## src/avqm_pkg.sv

```systemverilog
// Shared types, constants and helpers of the adaptive virtual queue marker.
package avqm_pkg;

  localparam int TIME_BITS = 32;
  localparam int FRAC_BITS = 16;
  localparam int CHUNK_W   = TIME_BITS / 2;
  localparam int CAP_W     = 33;
  localparam int PROD_W    = CAP_W + CHUNK_W;
  localparam int ACC_W     = CAP_W + TIME_BITS;
  localparam int VLEN_W    = 48;
  localparam int RLEN_W    = 32;
  localparam int SIZE_W    = 16;
  localparam int ADDR_W    = 5;
  localparam int DATA_W    = 32;
  localparam int TMP_W     = 31;
  localparam int DEC_W     = 30;

  localparam int unsigned ALPHA_Q = ((15 << FRAC_BITS) + 50) / 100;
  localparam logic [VLEN_W-1:0] VLEN_MAX = '1;
  localparam logic [RLEN_W-1:0] RLEN_MAX = '1;

  localparam logic [1:0] PH_HI = 2'd0;
  localparam logic [1:0] PH_LO = 2'd1;
  localparam logic [1:0] PH_WB = 2'd2;

  localparam logic CMD_ARRIVE = 1'b0;
  localparam logic CMD_DEPART = 1'b1;

  typedef enum logic [2:0] {
    REG_LINK_RATE  = 3'd0,
    REG_ECN_FRAC   = 3'd1,
    REG_BUF_FRAC   = 3'd2,
    REG_TARGET     = 3'd3,
    REG_MEAN_PKT   = 3'd4,
    REG_QUEUE_LIM  = 3'd5,
    REG_POLICY     = 3'd6
  } reg_idx_t;

  typedef enum logic [3:0] {
    ST_IDLE,
    ST_LIM,
    ST_CAP0,
    ST_DRAIN,
    ST_ADDU,
    ST_VBUF,
    ST_AG,
    ST_INC,
    ST_DEC,
    ST_GROW,
    ST_CAP,
    ST_REAL,
    ST_DONE
  } st_t;

  typedef struct packed {
    logic              cmd;
    logic [TIME_BITS-1:0] now;
    logic [SIZE_W-1:0] pkt_size;
    logic              ect;
  } in_word_t;

  typedef struct packed {
    logic              mark_this;
    logic              mark_head;
    logic              drop_this;
    logic [1:0]        head_drops;
    logic [RLEN_W-1:0] queue_len;
  } out_word_t;

  // Subtract, floored at zero.
  function automatic logic [RLEN_W-1:0] sub_floor_len(logic [RLEN_W-1:0] a,
                                                      logic [SIZE_W-1:0] b);
    logic [RLEN_W-1:0] bx;
    bx = RLEN_W'(b);
    return (a > bx) ? (a - bx) : '0;
  endfunction

endpackage

```

## src/adaptive_virtual_queue_marker.sv

```systemverilog
// Top level of the adaptive virtual queue marker: sequencer, shared MAC, state.
// Arrival: the first arrival also sets the initial virtual capacity, and a virtual drop in
//   drop mode skips adaptation; no new word is taken until the result is in the output register.
// Departure: goes straight to ST_DONE, which loads the output register once it is free.
// The arithmetic runs on one shared 33x16 multiply-accumulate, one product at a time.
// Synchronous reset clears the queue state and loads the register defaults.
module adaptive_virtual_queue_marker (
  input  logic                   clk,
  input  logic                   rst_n,
  input  logic                   in_valid,
  output logic                   in_stall,
  input  avqm_pkg::in_word_t     in_data,
  output logic                   out_valid,
  input  logic                   out_stall,
  output avqm_pkg::out_word_t    out_data,
  input  logic                   psel,
  input  logic                   penable,
  input  logic                   pwrite,
  input  logic [avqm_pkg::ADDR_W-1:0] paddr,
  input  logic [avqm_pkg::DATA_W-1:0] pwdata,
  output logic [avqm_pkg::DATA_W-1:0] prdata,
  output logic                   pready
);
  import avqm_pkg::*;

  // ---------------------------------------------------------------------------
  // Configuration registers, written over the APB port only while the block is idle: a user rule, not enforced
  // ---------------------------------------------------------------------------
  logic [31:0] link_rate_r;
  logic [16:0] ecn_frac_r;
  logic [17:0] buf_frac_r;
  logic [16:0] target_r;
  logic [15:0] mean_pkt_r;
  logic [15:0] queue_lim_r;
  logic [3:0]  policy_r;

  logic        cfg_wr;
  logic [2:0]  cfg_idx;

  assign pready  = 1'b1;
  assign cfg_wr  = psel && penable && pwrite && pready;
  assign cfg_idx = paddr[4:2];

  always_ff @(posedge clk) begin
    if (!rst_n) begin
      link_rate_r <= 32'd65536;
      ecn_frac_r  <= 17'd52429;
      buf_frac_r  <= 18'd65536;
      target_r    <= 17'd64225;
      mean_pkt_r  <= 16'd1000;
      queue_lim_r <= 16'd50;
      policy_r    <= 4'd0;
    end else if (cfg_wr) begin
      unique case (cfg_idx)
        REG_LINK_RATE: link_rate_r <= pwdata;
        REG_ECN_FRAC:  ecn_frac_r  <= pwdata[16:0];
        REG_BUF_FRAC:  buf_frac_r  <= pwdata[17:0];
        REG_TARGET:    target_r    <= pwdata[16:0];
        REG_MEAN_PKT:  mean_pkt_r  <= pwdata[15:0];
        REG_QUEUE_LIM: queue_lim_r <= pwdata[15:0];
        REG_POLICY:    policy_r    <= pwdata[3:0];
        default: ;
      endcase
    end
  end

  // Read back: registers are zero-extended to the bus width
  always_comb begin
    unique case (cfg_idx)
      REG_LINK_RATE: prdata = link_rate_r;
      REG_ECN_FRAC:  prdata = DATA_W'(ecn_frac_r);
      REG_BUF_FRAC:  prdata = DATA_W'(buf_frac_r);
      REG_TARGET:    prdata = DATA_W'(target_r);
      REG_MEAN_PKT:  prdata = DATA_W'(mean_pkt_r);
      REG_QUEUE_LIM: prdata = DATA_W'(queue_lim_r);
      REG_POLICY:    prdata = DATA_W'(policy_r);
      default:       prdata = '0;
    endcase
  end

  // Policy bits
  logic bytes_mode, mark_mode, mark_front, drop_front;
  assign bytes_mode = policy_r[0];
  assign mark_mode  = policy_r[1];
  assign mark_front = policy_r[2];
  assign drop_front = policy_r[3];

  // ---------------------------------------------------------------------------
  // Sequencer and datapath state
  // ---------------------------------------------------------------------------
  st_t                  state_r, state_nxt;
  logic [1:0]           phase_r, phase_nxt;
  logic [ACC_W-1:0]     acc_r, acc_nxt;

  logic [RLEN_W-1:0]    real_len_r, real_len_nxt;
  logic [VLEN_W-1:0]    virt_len_r, virt_len_nxt;
  logic [CAP_W-1:0]     virt_cap_r, virt_cap_nxt;
  logic [TIME_BITS-1:0] adapt_time_r, adapt_time_nxt;
  logic [TIME_BITS-1:0] drain_time_r, drain_time_nxt;
  logic                 first_r, first_nxt;

  // Per-word working registers (payload, no reset)
  logic [TIME_BITS-1:0] now_r, now_nxt;
  logic                 ect_r, ect_nxt;
  logic [SIZE_W-1:0]    u_r, u_nxt;
  logic [RLEN_W-1:0]    lim_r, lim_nxt;
  logic [TMP_W-1:0]     tmp_r, tmp_nxt;
  logic [DEC_W-1:0]     dec_r, dec_nxt;
  logic                 m_this_r, m_this_nxt;
  logic                 m_head_r, m_head_nxt;
  logic                 d_this_r, d_this_nxt;
  logic [1:0]           hdrops_r, hdrops_nxt;

  logic                 out_valid_r, out_valid_nxt;
  out_word_t            out_data_r, out_data_nxt;

  logic                 in_acc;
  logic [SIZE_W-1:0]    u_in;

  assign in_stall  = !rst_n || (state_r != ST_IDLE);
  assign in_acc    = in_valid && !in_stall;
  assign u_in      = bytes_mode ? in_data.pkt_size : SIZE_W'(1);
  assign out_valid = out_valid_r;
  assign out_data  = out_data_r;

  // ---------------------------------------------------------------------------
  // Shared multiply-accumulate: A (up to 33 bits) times B (32 bits), taken as
  // two 16-bit digits, high digit first; the product lands in acc_r.
  // ---------------------------------------------------------------------------
  logic                 is_mul;
  logic [CAP_W-1:0]     a_op;
  logic [TIME_BITS-1:0] b_op;
  logic [CHUNK_W-1:0]   b_dig;
  logic [PROD_W-1:0]    prod;

  always_comb begin
    is_mul = 1'b1;
    a_op   = '0;
    b_op   = '0;
    case (state_r)
      ST_LIM: begin
        a_op = CAP_W'(queue_lim_r);
        b_op = bytes_mode ? TIME_BITS'(mean_pkt_r) : TIME_BITS'(1);
      end
      ST_CAP0: begin
        a_op = CAP_W'(ecn_frac_r);
        b_op = link_rate_r;
      end
      ST_DRAIN: begin
        a_op = virt_cap_r;
        b_op = now_r - drain_time_r;
      end
      ST_VBUF: begin
        a_op = CAP_W'(buf_frac_r);
        b_op = lim_r;
      end
      ST_AG: begin
        a_op = CAP_W'(target_r);
        b_op = TIME_BITS'(ALPHA_Q);
      end
      ST_INC: begin
        a_op = CAP_W'(tmp_r);
        b_op = link_rate_r;
      end
      ST_DEC: begin
        a_op = CAP_W'(u_r);
        b_op = TIME_BITS'(ALPHA_Q);
      end
      ST_GROW: begin
        a_op = CAP_W'(tmp_r);
        b_op = now_r - adapt_time_r;
      end
      default: is_mul = 1'b0;
    endcase
  end

  assign b_dig = (phase_r == PH_HI) ? b_op[TIME_BITS-1:CHUNK_W] : b_op[CHUNK_W-1:0];
  assign prod  = PROD_W'(a_op) * PROD_W'(b_dig);

  // ---------------------------------------------------------------------------
  // Next state and datapath updates
  // ---------------------------------------------------------------------------
  logic [VLEN_W:0]      vsum;
  logic [VLEN_W-1:0]    uq;
  logic [ACC_W-1:0]     cap_t;

  assign uq    = VLEN_W'({u_r, {FRAC_BITS{1'b0}}});
  assign vsum  = {1'b0, virt_len_r} + {1'b0, uq};
  assign cap_t = (acc_r > ACC_W'(dec_r)) ? (acc_r - ACC_W'(dec_r)) : '0;

  always_comb begin
    state_nxt      = state_r;
    phase_nxt      = phase_r;
    acc_nxt        = acc_r;
    real_len_nxt   = real_len_r;
    virt_len_nxt   = virt_len_r;
    virt_cap_nxt   = virt_cap_r;
    adapt_time_nxt = adapt_time_r;
    drain_time_nxt = drain_time_r;
    first_nxt      = first_r;
    now_nxt        = now_r;
    ect_nxt        = ect_r;
    u_nxt          = u_r;
    lim_nxt        = lim_r;
    tmp_nxt        = tmp_r;
    dec_nxt        = dec_r;
    m_this_nxt     = m_this_r;
    m_head_nxt     = m_head_r;
    d_this_nxt     = d_this_r;
    hdrops_nxt     = hdrops_r;
    out_valid_nxt  = out_valid_r && out_stall;
    out_data_nxt   = out_data_r;

    // Digit steps of any product; the write-back phase is handled per state
    if (is_mul && (phase_r != PH_WB)) begin
      if (phase_r == PH_HI) begin
        acc_nxt = ACC_W'(prod);
      end else begin
        acc_nxt = (acc_r << CHUNK_W) + ACC_W'(prod);
      end
      phase_nxt = phase_r + 2'd1;
    end

    unique case (state_r)
      ST_IDLE: begin
        if (in_acc) begin
          now_nxt    = in_data.now;
          ect_nxt    = in_data.ect;
          u_nxt      = u_in;
          m_this_nxt = 1'b0;
          m_head_nxt = 1'b0;
          d_this_nxt = 1'b0;
          hdrops_nxt = 2'd0;
          phase_nxt  = PH_HI;
          if (in_data.cmd == CMD_DEPART) begin
            real_len_nxt = sub_floor_len(real_len_r, u_in);
            state_nxt    = ST_DONE;
          end else begin
            if ((real_len_r + RLEN_W'(u_in)) < real_len_r) begin
              real_len_nxt = RLEN_MAX;
            end else begin
              real_len_nxt = real_len_r + RLEN_W'(u_in);
            end
            state_nxt = ST_LIM;
          end
        end
      end
      ST_LIM: begin
        if (phase_r == PH_WB) begin
          lim_nxt   = acc_r[RLEN_W-1:0];
          phase_nxt = PH_HI;
          state_nxt = first_r ? ST_CAP0 : ST_DRAIN;
        end
      end
      ST_CAP0: begin
        if (phase_r == PH_WB) begin
          virt_cap_nxt   = acc_r[FRAC_BITS +: CAP_W];
          adapt_time_nxt = now_r;
          drain_time_nxt = now_r;
          first_nxt      = 1'b0;
          phase_nxt      = PH_HI;
          state_nxt      = ST_DRAIN;
        end
      end
      ST_DRAIN: begin
        if (phase_r == PH_WB) begin
          // Drain, floored at zero
          if (ACC_W'(virt_len_r) > acc_r) begin
            virt_len_nxt = virt_len_r - acc_r[VLEN_W-1:0];
          end else begin
            virt_len_nxt = '0;
          end
          drain_time_nxt = now_r;
          state_nxt      = ST_ADDU;
        end
      end
      ST_ADDU: begin
        virt_len_nxt = vsum[VLEN_W] ? VLEN_MAX : vsum[VLEN_W-1:0];
        phase_nxt    = PH_HI;
        state_nxt    = ST_VBUF;
      end
      ST_VBUF: begin
        if (phase_r == PH_WB) begin
          phase_nxt = PH_HI;
          state_nxt = ST_AG;
          if (ACC_W'(virt_len_r) > acc_r) begin
            virt_len_nxt = (virt_len_r > uq) ? (virt_len_r - uq) : '0;
            if (mark_mode) begin
              if (mark_front) begin
                m_head_nxt = 1'b1;
              end else begin
                m_this_nxt = ect_r;
              end
            end else begin
              if (drop_front) begin
                hdrops_nxt = hdrops_r + 2'd1;
              end else begin
                d_this_nxt = 1'b1;
              end
              real_len_nxt = sub_floor_len(real_len_r, u_r);
              state_nxt    = ST_REAL;
            end
          end
        end
      end
      ST_AG: begin
        if (phase_r == PH_WB) begin
          tmp_nxt   = acc_r[FRAC_BITS +: TMP_W];
          phase_nxt = PH_HI;
          state_nxt = ST_INC;
        end
      end
      ST_INC: begin
        if (phase_r == PH_WB) begin
          tmp_nxt   = acc_r[FRAC_BITS +: TMP_W];
          phase_nxt = PH_HI;
          state_nxt = ST_DEC;
        end
      end
      ST_DEC: begin
        if (phase_r == PH_WB) begin
          dec_nxt   = acc_r[DEC_W-1:0];
          phase_nxt = PH_HI;
          state_nxt = ST_GROW;
        end
      end
      ST_GROW: begin
        if (phase_r == PH_WB) begin
          acc_nxt   = acc_r + ACC_W'(virt_cap_r);
          state_nxt = ST_CAP;
        end
      end
      ST_CAP: begin
        // Clamp to the link rate
        if (cap_t > ACC_W'(link_rate_r)) begin
          virt_cap_nxt = CAP_W'(link_rate_r);
        end else begin
          virt_cap_nxt = cap_t[CAP_W-1:0];
        end
        adapt_time_nxt = now_r;
        state_nxt      = ST_REAL;
      end
      ST_REAL: begin
        if (real_len_r > lim_r) begin
          if (drop_front) begin
            hdrops_nxt   = hdrops_r + 2'd1;
            real_len_nxt = sub_floor_len(real_len_r, u_r);
          end else if (!d_this_r) begin
            d_this_nxt   = 1'b1;
            real_len_nxt = sub_floor_len(real_len_r, u_r);
          end
        end
        state_nxt = ST_DONE;
      end
      ST_DONE: begin
        // Hold until the output register is free
        if (!out_valid_r || !out_stall) begin
          out_valid_nxt           = 1'b1;
          out_data_nxt.mark_this  = m_this_r;
          out_data_nxt.mark_head  = m_head_r;
          out_data_nxt.drop_this  = d_this_r;
          out_data_nxt.head_drops = hdrops_r;
          out_data_nxt.queue_len  = real_len_r;
          state_nxt               = ST_IDLE;
        end
      end
      default: state_nxt = ST_IDLE;
    endcase
  end

  // Control and queue state
  always_ff @(posedge clk) begin
    if (!rst_n) begin
      state_r      <= ST_IDLE;
      phase_r      <= PH_HI;
      out_valid_r  <= 1'b0;
      real_len_r   <= '0;
      virt_len_r   <= '0;
      virt_cap_r   <= '0;
      adapt_time_r <= '0;
      drain_time_r <= '0;
      first_r      <= 1'b1;
    end else begin
      state_r      <= state_nxt;
      phase_r      <= phase_nxt;
      out_valid_r  <= out_valid_nxt;
      real_len_r   <= real_len_nxt;
      virt_len_r   <= virt_len_nxt;
      virt_cap_r   <= virt_cap_nxt;
      adapt_time_r <= adapt_time_nxt;
      drain_time_r <= drain_time_nxt;
      first_r      <= first_nxt;
    end
  end

  // Working registers of the current word
  always_ff @(posedge clk) begin
    acc_r      <= acc_nxt;
    now_r      <= now_nxt;
    ect_r      <= ect_nxt;
    u_r        <= u_nxt;
    lim_r      <= lim_nxt;
    tmp_r      <= tmp_nxt;
    dec_r      <= dec_nxt;
    m_this_r   <= m_this_nxt;
    m_head_r   <= m_head_nxt;
    d_this_r   <= d_this_nxt;
    hdrops_r   <= hdrops_nxt;
    out_data_r <= out_data_nxt;
  end

  // ---------------------------------------------------------------------------
  // Assertions
  // ---------------------------------------------------------------------------
  a_busy_after_accept: assert property (@(posedge clk) disable iff (!rst_n)
    (in_valid && !in_stall) |=> in_stall)
    else $error("input taken while a word is still in progress");

  a_mark_one_target: assert property (@(posedge clk) disable iff (!rst_n)
    out_valid |-> !(out_data.mark_this && out_data.mark_head))
    else $error("both the arriving and the head packet marked");

  a_head_drops_range: assert property (@(posedge clk) disable iff (!rst_n)
    out_valid |-> (out_data.head_drops != 2'd3))
    else $error("more than two head drops");

endmodule
```

## config.mk

```make
export PLATFORM = sky130hd
export DESIGN_NAME = adaptive_virtual_queue_marker
export DESIGN_NICKNAME = d
export VERILOG_FILES = /design/src/avqm_pkg.sv /design/src/adaptive_virtual_queue_marker.sv
export SDC_FILE = /design/constraint.sdc
export NUM_CORES = 2
export LEC_CHECK = 0
export ABC_CLOCK_PERIOD_IN_PS = 12100
export BUFFER_PORTS_ARGS = -buffer_cell sky130_fd_sc_hd__buf_4
export CAP_MARGIN = 30
export CORE_UTILIZATION = 40
export CTS_CLUSTER_DIAMETER = 60
export DETAILED_ROUTE_END_ITERATION = 8
export MAX_ROUTING_LAYER = met4
export SYNTH_ARGS = -nofsm -noshare
export SYNTH_HDL_FRONTEND = slang
export SYNTH_SLANG_ARGS = --single-unit
```

## constraint.sdc

```tcl
create_clock -name clk -period 12.1 [get_ports clk]
set_input_delay 1.21 -clock clk [delete_from_list [all_inputs] [get_ports clk]]
set_output_delay 1.21 -clock clk [all_outputs]
set_load 0.1 [all_outputs]
```

# [Word-level counts from Yosys, hierarchy flattened]
# Index checks and enable logic that the tools add are counted.
[totals] elab_cells=219 regBits=554
[op_classes] n_eq_ne=37 n_mux=81 n_reduce_logical=47 addsub=13 n_mul=1 n_lt_le_gt_ge=8
[ops] cell="$mux W32" n=12
[ops] cell="$mux W65" n=5
[ops] cell="$mux W48" n=6
[ops] cell="$pmux W33 S7" n=1
[ops] cell="$pmux W32 S7" n=1
[ops] cell="$pmux W32 S6" n=1
[ops] cell="$pmux W48 S3" n=1
[ops] cell="$pmux W32 S3" n=1
[ops] cell="$mux W33" n=2
[ops] cell="$pmux W33 S2" n=1
[ops] cell="$add A65 B33 Y65" n=1
[ops] cell="$add A65 B49 Y65" n=1
[ops] cell="$gt A48 B65 Y1" n=1
[ops] cell="$gt A65 B30 Y1" n=1
[ops] cell="$gt A65 B32 Y1" n=1
[ops] cell="$sub A65 B30 Y65" n=1
[ops] cell="$gt A32 B16 Y1" n=2
[ops] cell="$pmux W32 S2" n=1
[ops] cell="$sub A32 B16 Y32" n=2
[ops] cell="$sub A32 B32 Y32" n=2
[ops] cell="$mux W4" n=13
[ops] cell="$pmux W4 S13" n=1
[ops] cell="$add A48 B32 Y49" n=1
[ops] cell="$mul A33 B16 Y49" n=1
[ops] cell="40 further kinds" n=127

# [Longest topological paths before layout]
[logic_depth] ltp_word=10 depth_mapped=55 mapped_depth_nobuf=54

# [Least setup slack after synthesis]
# Ideal clock, no wire load.
[synth_path] kind="reg2reg" from="register state_r[0]" to="register acc_r[64]" stages_incl_launch_ff=52 synth_period_minus_slack_ns=12.354 t_arrival_ns=12.232 slack_ns=-0.254 setup_time_ns=0.122 required_ns=11.978 path_cell_list="dfxtp_1 buf_1 nand2b_1 nor2_1 clkbuf_1 mux2i_1 ha_1 a211o_1 or3_1 o2111ai_1 nand2_1 a21oi_1 o22ai_1 or2_2 xnor2_1 o21ai_0 nand2_1 clkbuf_1 [... 16 more ...] o31ai_1 and2_1 a21oi_1 o21bai_1 xor2_1 ha_1 a21o_1 or3_1 a31oi_1 o21ai_0 o2111ai_1 a31oi_1 a31oi_1 o31a_1 nor2_1 xnor2_1 nor3_1 a221o_1"
[synth_via] elab_chain_cells=10 elab_cells_between_ends=23
[synth_lines] item="start: declaration" line="adaptive_virtual_queue_marker.sv:91" rtl="st_t state_r, state_nxt;"
[synth_lines] item="start signal: assignment" line="adaptive_virtual_queue_marker.sv:384" rtl="state_r <= state_nxt;"
[synth_lines] item="$eq A4 B4 Y1 (tied with other cells)" line="adaptive_virtual_queue_marker.sv:140" rtl="case (state_r)"
[synth_lines] item="$reduce_or A2 Y1 (no line)"
[synth_lines] item="$pmux W32 S6" line="adaptive_virtual_queue_marker.sv:140"
[synth_lines] item="$mux W16" line="adaptive_virtual_queue_marker.sv:177" rtl="assign b_dig = (phase_r == PH_HI) ? b_op[TIME_BITS-1:CHUNK_W] : b_op[CHUNK_W-1:0];"
[synth_lines] item="$mul A33 B16 Y49" line="adaptive_virtual_queue_marker.sv:178" rtl="assign prod = PROD_W'(a_op) * PROD_W'(b_dig);"
[synth_lines] item="$add A65 B49 Y65" line="adaptive_virtual_queue_marker.sv:219" rtl="acc_nxt = (acc_r << CHUNK_W) + ACC_W'(prod);"
[synth_lines] item="$mux W65" line="adaptive_virtual_queue_marker.sv:216" rtl="if (phase_r == PH_HI) begin"
[synth_lines] item="$mux W65" line="adaptive_virtual_queue_marker.sv:215" rtl="if (is_mul && (phase_r != PH_WB)) begin"
[synth_lines] item="$mux W65" line="adaptive_virtual_queue_marker.sv:328" rtl="if (phase_r == PH_WB) begin"
[synth_lines] item="$mux W65 *" line="adaptive_virtual_queue_marker.sv:224" rtl="unique case (state_r)"
[synth_lines] item="via acc_nxt[64]" line="adaptive_virtual_queue_marker.sv:93" rtl="logic [ACC_W-1:0] acc_r, acc_nxt;"
[synth_lines] item="end signal: assignment" line="adaptive_virtual_queue_marker.sv:398" rtl="acc_r <= acc_nxt;"
[synth_lines] item="end: declaration" line="adaptive_virtual_queue_marker.sv:93"
# Mark *: on every way through the listed nets, which the timed path passes. The rest lies on a longest branch.
# A chain may end at the register's enable or synchronous reset.

# [Worst setup path in the final report]
[layout_path] from="register state_r[1]" to="register acc_r[64]"
# Same word-level chain as after synthesis.

==> results.txt <==
The worst path in the final design needs a cycle of 12.10 ns, including I/O delays and setup. The cell family contributing the most delay on the critical path is adder cells. The final max-slew violation count came out at 0. The total leakage power came out at 0.0306 uW. TritonCTS built the clock tree. After detailed routing, the number of vias per cell comes to 5.96. The analysis attributes to net switching a power of 7140 uW.

For this run, the post-layout net count is 8802. The overall via count from detail_route is 58400. The pin count of the biggest net entering global routing is 88. The fraction of synthesis flops using an asynchronous set or reset pin is 0%. Setup repair after global routing could not meet its margin everywhere. The power after layout is 14100 uW.

The longest clock path from root to sink contains 3 buffers. The die boundary height is 386 um. The die area is 0.149 mm^2. The number of hold-slack violations in the final timing report came out at 0.

The synthesized netlist net count came out at 8310. The final global-route overflow total is 0. The post-route netlist has 16.1% of its cells at a drive strength greater than 1.

The maximum clock skew at final layout came out at 0.0786 ns. The core region area came out at 0.146 mm^2. The end-of-flow core utilization came out at 48.5%.

The wire length per cell after detailed routing is 24.9 um. Counting flops and latches in the post-synthesis netlist gives 554. The x dimension of the die came out at 386 um. The floorplan has 140 rows. The worst setup path is launched from a register. The average cell area after synthesis is 8.07 um^2. The checks that failed: negative setup slack. The cell area power density came out at 200 mW/mm^2. The highest achievable clock rate came out at 0.0826 GHz. The part of the power in the clock network is 17.9%. The worst setup path is captured at a register.

The internal power of the cells came out at 7000 uW. The slowest stage cell on the critical path is sky130_fd_sc_hd__fa_1. The count of clock tree sinks is 554. The path class of the tightest hold or removal check is register to register.

The signed area change from the synthesized netlist to the final layout is 20.1%. The total CTS buffers is 85. The overall routing resource usage came out at 33.3%. At the worst endpoint, the arrival time is 12.67 ns. The delay contributed by the slowest stage of the critical path is 0.56 ns. The worst-case hold slack is 0.443 ns.

STA puts the critical path data required time at 12.66 ns. The number of violations reported at the end of detailed-routing iteration 0 came out at 6041. Across the run, the number of max-cap violations was 0.

The worst-case setup slack after placement is -0.882 ns. In the synthesized netlist the dominant register cell turns out to be sky130_fd_sc_hd__dfxtp_1. After filler insertion, the fill cell instance count of the layout stands at 14100. Counting distinct cell types in the post-synthesis netlist gives 101. The ratio of final minimum period to clock period is 100%.

The wire length reported by the detailed router came out at 244000 um. The sum of net half-perimeters after detailed placement is 191000 um. The maximum vdd ir drop is 0.133 mV.

The net switching share of the total power came out at 50.5%. Setup violations remaining at the end of the flow were counted as 1. Across all setup checks in the final design, the least slack found is -0.00376 ns.

The source-to-sink clock delay at the later pin of the worst-skew pair came out at 0.73 ns. Measured against its own limit, the worst slew margin works out to 26.7%. The starting density of the core came out at 40.4%.

The sequential power share came out at 18.6%. The port buffer count came out at 162. The last weighted congestion value of the routability-driven placer came out at 1.02. The number of global-route vias before repair was 56100. The I/O pin total came out at 166. The synthesis warning total came out at 0.

The fraction of the yosys area taken by sequential cells came out at 21.9%. Clock-pin slew was measured on the worst setup and hold paths at 0.06 ns. The part of the total power dissipated in combinational logic came out at 63.4%. The count of nets left with antenna violations after detail routing is 0. The flow ran to the end, but the final reports show violations. The count of mapped cells out of synthesis is 7305. The cell repeated most along the worst path is sky130_fd_sc_hd__fa_1. The number of antenna violations at the first check in global routing was 9. The H-tree depth reported by CTS is 3. The number of buffer and inverter stages on the critical path is 12. The transition time of the tightest slew-check pin came out at 1.10 ns. The number of hold-repair buffers added at the cts stage came out at 0. The number of remaining DRC errors came out at 0. The cell area after synthesis is 0.0590 mm^2. The tree is rooted in a sky130_fd_sc_hd__clkbuf_16. The wire length of the first global-routing pass is 362000 um. The number of enable-type register cells in the synthesized netlist is 184. By startpoint and endpoint, the worst setup path is classified as register to register. The first-pass iteration count of the detailed router came out at 6. The largest fanout on the critical path came out at 9. The area used by sequential logic in the layout came out at 0.0129 mm^2.

The combined area of the multi-input logic cells came out at 0.0431 mm^2.
[sequential cells by signal, summed over array words and instances, names as in the netlist, 4 cells and up]
signal	cells
acc_r	65
virt_len_r	48
out_data	37
virt_cap_r	33
adapt_time_r	32
drain_time_r	32
lim_r	32
link_rate_r	32
now_r	32
real_len_r	32
tmp_r	31
dec_r	30
buf_frac_r	18
ecn_frac_r	17
target_r	17
mean_pkt_r	16
queue_lim_r	16
u_r	16
policy_r	4
state_r	4
[per-stage QoR]
step | instances | area [um^2] | setup TNS (ns)
2_1_floorplan | 7305 | 59000 | 0
3_3_place_gp | 9558 | 65800 | -18.68
3_5_place_dp | 9565 | 65900 | -18.27
4_1_cts | 9751 | 69600 | 0
5_1_grt | 9790 | 70800 | -5.00
6_report | 9794 | 70800 | -0.00376
[synthesized netlist by cell type, types with 45 or more instances]
master / instances / share of area [%]
sky130_fd_sc_hd__xnor2_1: 201 / 3.0
sky130_fd_sc_hd__nor4_1: 54 / 0.57
sky130_fd_sc_hd__ha_1: 469 / 9.9
sky130_fd_sc_hd__a21o_1: 154 / 2.0
sky130_fd_sc_hd__fa_1: 442 / 15
sky130_fd_sc_hd__o21a_1: 45 / 0.57
sky130_fd_sc_hd__clkbuf_1: 332 / 2.1
sky130_fd_sc_hd__o221ai_1: 62 / 0.92
sky130_fd_sc_hd__a31oi_1: 105 / 1.1
sky130_fd_sc_hd__xor2_1: 79 / 1.2
sky130_fd_sc_hd__inv_1: 772 / 4.9
sky130_fd_sc_hd__nor2b_1: 52 / 0.55
sky130_fd_sc_hd__and3_1: 46 / 0.49
sky130_fd_sc_hd__a22oi_1: 84 / 1.1
sky130_fd_sc_hd__edfxtp_1: 184 / 9.4
sky130_fd_sc_hd__o22ai_1: 49 / 0.52
sky130_fd_sc_hd__nand2_1: 1034 / 6.6
sky130_fd_sc_hd__mux2i_1: 107 / 1.8
sky130_fd_sc_hd__nand4_1: 90 / 0.95
sky130_fd_sc_hd__a211oi_1: 91 / 1.2
sky130_fd_sc_hd__a21oi_1: 619 / 5.3
sky130_fd_sc_hd__and2_1: 94 / 1.0
sky130_fd_sc_hd__dfxtp_1: 370 / 13
sky130_fd_sc_hd__nor3_1: 145 / 1.2
sky130_fd_sc_hd__o21ai_0: 300 / 2.5
sky130_fd_sc_hd__nand3_1: 177 / 1.5
sky130_fd_sc_hd__nand2b_1: 60 / 0.64
sky130_fd_sc_hd__nor2_1: 484 / 3.1
[layout make-up]
cell class	count	area share (%)
clock buffers	99	3.17
diodes	8	0.0283
clock inverters	60	0.912
flip-flops and latches	554	18.3
well taps	1917	3.39
repair buffers	796	9.30
multi-input cells	5583	60.8
inverters	777	4.13
[worst register-to-register path, delay by kind of cell (launching register included)]
kind | cells | cell delay [ns]
AO/OA/AOI/OAI | 20 | 3.75
XOR/XNOR | 3 | 0.61
adder cells (fa/ha/maj) | 9 | 3.83
buffers and inverters | 12 | 1.43
flip-flops | 1 | 0.31
multiplexers | 1 | 0.19
AND/OR/NAND/NOR | 11 | 1.78
[logic make-up (layout without fill, tap and decap cells)]
family | count (synthesis) | after routing | share of synthesized area [%]
compound gates | 1881 | 1881 | 20.5
xor+xnor | 280 | 280 | 4.16
flops | 554 | 554 | 21.9
simple gates | 2380 | 2380 | 18.5
buf+inv | 1168 | 1732 | 7.54
other cells | 1 | 9 | 0.00636
mux | 130 | 130 | 2.37
fa+ha+maj | 911 | 911 | 25.0
[timing repair]
| action | 4_1_cts | 5_1_grt |
|---|---|---|
| gates cloned | 2 | 0 |
| pin swaps | 74 | 137 |
| buffers inserted | 26 | 36 |
| endpoints found under the setup margin | 36 | 37 |
| resized for setup | 113 | 184 |
| endpoints found under the hold margin | 0 | 0 |
[metal layers]
layer,global-route usage (%),up-vias,wire [um]
met2,48.7,2728,105000
met5,-,-,0
met3,8.14,400,26100
met1,44.7,28800,104000
met4,10.8,0,8740
li1,-,26500,-
[path summary, 6_finish.rpt]
check / start / end / slack (ns) / depth (start not counted)
min reg2reg: m_head_r / out_data[35] / 0.44 / 0
max: state_r[1] / acc_r[64] / -0.004 / 56
max reg2reg: state_r[1] / acc_r[64] / -0.004 / 56
min: m_head_r / out_data[35] / 0.44 / 0
[power groups by stage]
stage / clock network, uW / registers (uW) / logic (uW)
finish: 2530 / 2640 / 8970
detailed placement: 0 / 2650 / 8400
global route: 2630 / 2650 / 9620
global placement: 0 / 2650 / 8290
CTS: 2560 / 2610 / 8590
floorplan: 0 / 2520 / 5210
[placed cells by master (no fill, tap or decap), types with 30 or more instances in the layout]
cell type,count
sky130_fd_sc_hd__nand4_1,90
sky130_fd_sc_hd__and3_1,45
sky130_fd_sc_hd__inv_1,758
sky130_fd_sc_hd__o211ai_1,42
sky130_fd_sc_hd__nand3_1,173
sky130_fd_sc_hd__a221o_1,34
sky130_fd_sc_hd__a22oi_1,84
sky130_fd_sc_hd__o21ai_0,274
sky130_fd_sc_hd__a21o_1,154
sky130_fd_sc_hd__buf_4,738
sky130_fd_sc_hd__o21bai_1,32
sky130_fd_sc_hd__dfxtp_1,368
sky130_fd_sc_hd__edfxtp_1,184
sky130_fd_sc_hd__o22ai_1,46
sky130_fd_sc_hd__nand2_1,1027
sky130_fd_sc_hd__xor2_1,78
sky130_fd_sc_hd__ha_1,447
sky130_fd_sc_hd__o221ai_1,60
sky130_fd_sc_hd__a221oi_1,31
sky130_fd_sc_hd__mux2i_1,106
sky130_fd_sc_hd__fa_1,427
sky130_fd_sc_hd__o21a_1,45
sky130_fd_sc_hd__nor2b_1,47
sky130_fd_sc_hd__clkbuf_16,86
sky130_fd_sc_hd__nor4_1,49
sky130_fd_sc_hd__nor3_1,132
sky130_fd_sc_hd__o31ai_1,30
sky130_fd_sc_hd__a31oi_1,100
sky130_fd_sc_hd__nand2b_1,59
sky130_fd_sc_hd__xnor2_1,183
sky130_fd_sc_hd__and2_1,93
sky130_fd_sc_hd__nor2_1,457
sky130_fd_sc_hd__a211oi_1,82
sky130_fd_sc_hd__a21oi_1,583
Note: power is estimated with default switching activity, not from simulation.
